--- config.mk ---
export PLATFORM = sky130hd
export DESIGN_NAME = mfb_front
export DESIGN_NICKNAME = d
export VERILOG_FILES = /design/src/hw/rtl/mfb_pkg.sv /design/src/hw/rtl/mfb_front.sv
export SDC_FILE = /design/constraint.sdc
export NUM_CORES = 1
export LEC_CHECK = 0
export BUFFER_PORTS_ARGS = -buffer_cell sky130_fd_sc_hd__buf_2
export CAP_MARGIN = 20
export CELL_PAD_IN_SITES_DETAIL_PLACEMENT = 0
export CELL_PAD_IN_SITES_GLOBAL_PLACEMENT = 1
export CORE_AREA = 2 2 192 194
export DETAILED_ROUTE_END_ITERATION = 16
export DIE_AREA = 0 0 194 196
export PLACE_DENSITY = 0.62
export SLEW_MARGIN = 20
export SYNTH_ARGS = -nofsm -noshare
export SYNTH_HDL_FRONTEND = slang
export SYNTH_SLANG_ARGS = --single-unit
export TNS_END_PERCENT = 50
--- constraint.sdc ---
create_clock -name clk -period 4.82 [get_ports clk]
set_input_delay 0.723 -clock clk [delete_from_list [all_inputs] [get_ports clk]]
set_output_delay 0.723 -clock clk [all_outputs]
set_load 0.03 [all_outputs]
--- src/hw/rtl/mfb_pkg.sv ---
package mfb_pkg;

	localparam int MAX_WIDTH   = 128;
	localparam int MAX_HEIGHT  = 64;
	localparam int FRAME_DEPTH = 1024;
	localparam int AW          = $clog2(FRAME_DEPTH);
	localparam int SZW         = AW + 1;
	localparam int PAW         = 18;

	localparam logic [1:0] OP_FILL  = 2'd0;
	localparam logic [1:0] OP_PIXEL = 2'd1;
	localparam logic [1:0] OP_LINE  = 2'd2;
	localparam logic [1:0] OP_READ  = 2'd3;

	localparam logic [1:0] REG_WIDTH  = 2'd0;
	localparam logic [1:0] REG_HEIGHT = 2'd1;
	localparam logic [1:0] REG_ORDER  = 2'd2;

	typedef struct packed {
		logic [7:0] width;
		logic [6:0] height;
		logic [1:0] order;
	} cfg_t;

	typedef struct packed {
		logic [1:0]     op;
		logic           bad;
		logic           color;
		logic [7:0]     xs;
		logic [7:0]     ys;
		logic           xneg;
		logic           yneg;
		logic [7:0]     ax;
		logic [7:0]     ay;
		logic [7:0]     dur;
		logic [9:0]     addr;
		logic [SZW-1:0] size;
	} cmd_t;

	typedef struct packed {
		logic status;
		logic [7:0] data;
	} res_t;

endpackage

--- src/hw/rtl/mfb_front.sv ---
module mfb_front (
	input  logic          clk,
	input  logic          arst_n,
	input  logic          cfg_we,
	input  logic [1:0]    cfg_index,
	input  logic [7:0]    cfg_data,
	input  logic          push,
	output logic          full,
	input  logic [1:0]    operation,
	input  logic [7:0]    x_start,
	input  logic [7:0]    y_start,
	input  logic [7:0]    x_end,
	input  logic [7:0]    y_end,
	input  logic          pixel_color,
	input  logic [9:0]    byte_address,
	output mfb_pkg::cfg_t cfg,
	output mfb_pkg::cmd_t cmd,
	output logic          cmd_valid,
	input  logic          cmd_pop
);
	import mfb_pkg::*;

	cfg_t       cfg_q;
	cmd_t       q_q [2];
	logic       wp_q, rp_q;
	logic [1:0] cnt_q;
	cmd_t       c;
	logic [5:0] wbytes;
	logic [3:0] hbytes;
	logic [13:0] sz;
	logic [6:0] hd;
	logic       do_push;

	assign cfg       = cfg_q;
	assign full      = (cnt_q == 2'd2);
	assign cmd_valid = (cnt_q != 2'd0);
	assign cmd       = q_q[rp_q];
	assign do_push   = push && !full;
	assign hd        = cfg_data[6:0];

	always_comb begin
		c       = '0;
		c.op    = operation;
		c.color = pixel_color;
		c.xs    = x_start;
		c.ys    = y_start;
		c.addr  = byte_address;
		c.xneg  = (x_end < x_start);
		c.yneg  = (y_end < y_start);
		c.ax    = c.xneg ? x_start - x_end : x_end - x_start;
		c.ay    = c.yneg ? y_start - y_end : y_end - y_start;
		c.dur   = (c.ax > c.ay) ? c.ax : c.ay;
		wbytes  = 6'((9'(cfg_q.width) + 9'd7) >> 3);
		hbytes  = 4'((8'(cfg_q.height) + 8'd7) >> 3);
		if (!cfg_q.order[1]) begin
			sz = 14'(wbytes) * 14'(cfg_q.height);
		end else begin
			sz = 14'(hbytes) * 14'(cfg_q.width);
		end
		if (32'(sz) > FRAME_DEPTH) begin
			c.size = SZW'(FRAME_DEPTH);
		end else begin
			c.size = SZW'(sz);
		end
		case (operation)
			OP_PIXEL: c.bad = (x_start >= cfg_q.width) || (y_start >= 8'(cfg_q.height));
			OP_LINE:  c.bad = (x_start > cfg_q.width) || (x_end > cfg_q.width) ||
				(y_start > 8'(cfg_q.height)) || (y_end > 8'(cfg_q.height));
			OP_READ:  c.bad = (32'(byte_address) >= FRAME_DEPTH);
			default:  c.bad = 1'b0;
		endcase
	end

	always_ff @(posedge clk or negedge arst_n) begin
		if (!arst_n) begin
			cfg_q.width  <= 8'(MAX_WIDTH);
			cfg_q.height <= 7'(MAX_HEIGHT);
			cfg_q.order  <= 2'd0;
		end else if (cfg_we) begin
			case (cfg_index)
				REG_WIDTH: begin
					if (cfg_data == 8'd0) cfg_q.width <= 8'd1;
					else if (32'(cfg_data) > MAX_WIDTH) cfg_q.width <= 8'(MAX_WIDTH);
					else cfg_q.width <= cfg_data;
				end
				REG_HEIGHT: begin
					if (hd == 7'd0) cfg_q.height <= 7'd1;
					else if (32'(hd) > MAX_HEIGHT) cfg_q.height <= 7'(MAX_HEIGHT);
					else cfg_q.height <= hd;
				end
				REG_ORDER: cfg_q.order <= cfg_data[1:0];
				default: ;
			endcase
		end
	end

	always_ff @(posedge clk or negedge arst_n) begin
		if (!arst_n) begin
			wp_q  <= 1'b0;
			rp_q  <= 1'b0;
			cnt_q <= 2'd0;
		end else begin
			if (do_push) wp_q <= ~wp_q;
			if (cmd_pop) rp_q <= ~rp_q;
			cnt_q <= cnt_q + 2'(do_push) - 2'(cmd_pop);
		end
	end

	always_ff @(posedge clk) begin
		if (do_push) q_q[wp_q] <= c;
	end
endmodule

==> results.cfg <==
[pwr]
clkPwrFrac = 0.217
switching_share = 0.402
p_leak_nw = 5.95
combPwrFrac = 0.463
seqPwrFrac = 0.320
power.density_mw_per_mm2 = 493
p_sw_w = 0.00268
p_int_w = 0.00399
ir_drop_mv = 0.379

[routing]
drt_iter0_markers = 361
wl_mm = 28.0
vias = 7583
antenna_left = 0
drc = 0
first_pass_iters = 4
wl_per_cell_um = 16.9
vias_per_cell = 4.58

[status]
violations = setup timing
status = finished, violations left

[floorplan]
rows = 70
coreArea_mm2 = 0.0361
start_util = 0.296
dieArea_mm2 = 0.0380
ioPinCount = 146
dieWidth_um = 194
die_y_um = 196

[synth]
synth_cell_type_count = 68
yosysSeqAreaShare = 0.426
synth_area_leaders = edfxtp_1 (38%), ha_1 (13%), mux2_2 (8.0%), fa_1 (6.9%), dfrtp_1 (4.5%)
synth_ff_type = edfxtp_1
synth_nets = 1147
syn_inst = 941
synthTopCellsByCount = edfxtp_1 (134), inv_1 (115), ha_1 (109)
synth_edf_count = 134
syn_avg_cell_area_um2 = 11.3
yosys.area.top_type_share = 0.377
ys_warn_count = 0
synth_most_common_cell = edfxtp_1
synthArstFlopShare = 0.135
synth_seq_cells = 155
yosysTopAreaCell = edfxtp_1
syn_area_mm2 = 0.0107

[timing]
tightest_slew_ns = 1.01
layout_setup_ws_ns = -0.118
skew_ns = 0.0118
period_needed_ns = 4.94
period_share = 1.02
hold_violations = 0
slew-limit-headroom = 0.326
fmax_mhz = 203
report.final.slew_viol_count = 0
grt_setup_unrepaired = true
holdWs_ns = 0.285
setup_violations = 10

[worst_setup_path]
r2r-end = q_q[1][0]
crit_family = adder cells
r2r.worst_path.cells = 19
max_stage_delay_ns = 0.58
path_max_fanout = 7
required_ns = 5.12
cp.arrival_ns = 5.23
critPathLaunchType = register
end_kind = register
crit_chain = nor3_4 > nor2_4 > nand2_2 > nor2_4 > buf_12 > xnor2_4 > nand2b_4 > fa_1 > fa_1 > fa_1 > inv_2 > ha_4 > a211oi_4 > o21bai_1 > a21oi_2 > xor2_1 > a21oi_1 > o41a_4 > nor2_4
rr_startpoint = cfg[11]
rrSetupSlack_ns = -0.12
critPathBufInv = 2
crit_type = reg2reg
critical-path-slowest-cell = o41a_4

[cts]
path_clk_slew_ns = 0.08
ctsHtreeMaxLevel = 4
cts_root_buf = clkbuf_16
ctsHoldBuffers = 0
clk_path_buf_depth = 2
cts_tree = yes
cts.sinks = 155
cts_buffers = 17
clk_latency_ns = 0.45

[placement]
portBuffers = 145
hpwl_mm = 21.4
place.gp.congestion = 0.812

[worst_hold_path]
min_path_type = in2async

[grt]
grt_pass1_wl_mm = 44.1
grt_pass1_vias = 7851
antenna_found_initial = 0
gr-total-overflow = 0
grt_max_degree = 69
grt.total_usage = 0.151

[cells_and_area]
fill_cells = 3596
fin_util = 0.375
layout.nets = 1381
antenna_cells = 0
final_layout_size_suffix_gt1_frac = 0.360
syn2layout_area_growth_pct = 26.7

[flow_run]
maxCapViolCount = 0
-- worst register-to-register path: cells and delay by family (launching register included) --
kind,cells,cell delay [ns]
AOI/OAI and AO/OA,5,1.29
adders and majority gates,4,1.68
DFF,1,0.42
xor gates and xnor gates,2,0.46
buffers and inverters,2,0.17
and+or+nand+nor,6,0.76
-- metal layers --
layer	global-route usage	vias up	routed length, um
met4	0.0466	0	545
met5	0	-	0
met2	0.246	138	13100
met3	0.0328	23	1030
li1	-	3774	-
met1	0.200	3648	13400
-- final cells by class --
| cell class | count | area (um2) | share of cell area |
|---|---|---|---|
| Clock inverter | 13 | 179 | 0.0132 |
| Timing Repair Buffer | 235 | 1440 | 0.106 |
| Tap cell | 468 | 586 | 0.0433 |
| Multi-Input combinational cell | 649 | 5890 | 0.436 |
| Clock buffer | 18 | 429 | 0.0317 |
| Inverter | 117 | 442 | 0.0326 |
| Sequential cell | 155 | 4560 | 0.337 |
-- power groups by stage --
stage	clock network, W	logic, W	registers, W
after floorplan	0	0.00212	0.00208
after global placement	0	0.00304	0.00216
after detailed placement	0	0.00305	0.00217
after CTS	0.00149	0.00310	0.00215
after global routing	0.00154	0.00337	0.00218
final	0.00145	0.00308	0.00213
-- stage by stage --
stage	total power, W	instance area [um2]	TNS [ns]	setup WS, ns	instances
floorplan	0.00420	10800	-1.03	-0.122	941
global placement	0.00520	12700	-2.18	-0.240	1614
detailed placement	0.00523	12700	-3.03	-0.262	1614
CTS	0.00674	13400	-0.694	-0.0980	1648
global route	0.00709	13500	-5.23	-0.369	1655
finish	0.00667	13500	-0.961	-0.118	1655
-- cells in the final DEF (no fill, tap or decap), types with 17 or more instances in the layout --
cell,count
a21oi_1,31
buf_2,145
buf_4,85
clkbuf_16,17
edfxtp_1,134
fa_1,36
ha_1,105
inv_1,109
mux2_2,76
nand2_1,37
nand2b_1,25
nor2_1,68
o21ai_0,34
-- registers in the layout (all words and copies together), names as in the netlist --
name and cells:
q_q 134, rp_q 1, cfg 17, wp_q 1, cnt_q 2
-- timing repair --
action / in CTS / in global routing
setup endpoints to repair: 22 / 22
setup buffers: 3 / 7
hold endpoints to repair: 0 / 0
pin swaps: 16 / 25
gates resized for setup: 19 / 20
cloned: 0 / 0
-- cells by family after synthesis --
| kind of cell | share of synthesized area |
|---|---|
| muxes | 0.103 |
| DFF | 0.426 |
| xor gates and xnor gates | 0.0285 |
| AOI/OAI and AO/OA | 0.0858 |
| buffers and inverters | 0.0506 |
| and+or+nand+nor | 0.108 |
| adders and majority gates | 0.197 |
-- worst max-delay path by stage --
stage                      endpoint  slack, ns    start  cells after the start
after floorplan           q_q[0][0]      -0.12   cfg[9]                     21
after global placement    q_q[0][0]      -0.24  cfg[10]                     21
after detailed placement  q_q[1][0]      -0.26  cfg[10]                     21
after CTS                 q_q[0][4]       -0.1  cfg[12]                     20
after global routing      q_q[1][0]      -0.37  cfg[11]                     20
final                     q_q[1][0]      -0.12  cfg[11]                     19
(Power assumes the default switching activity.)
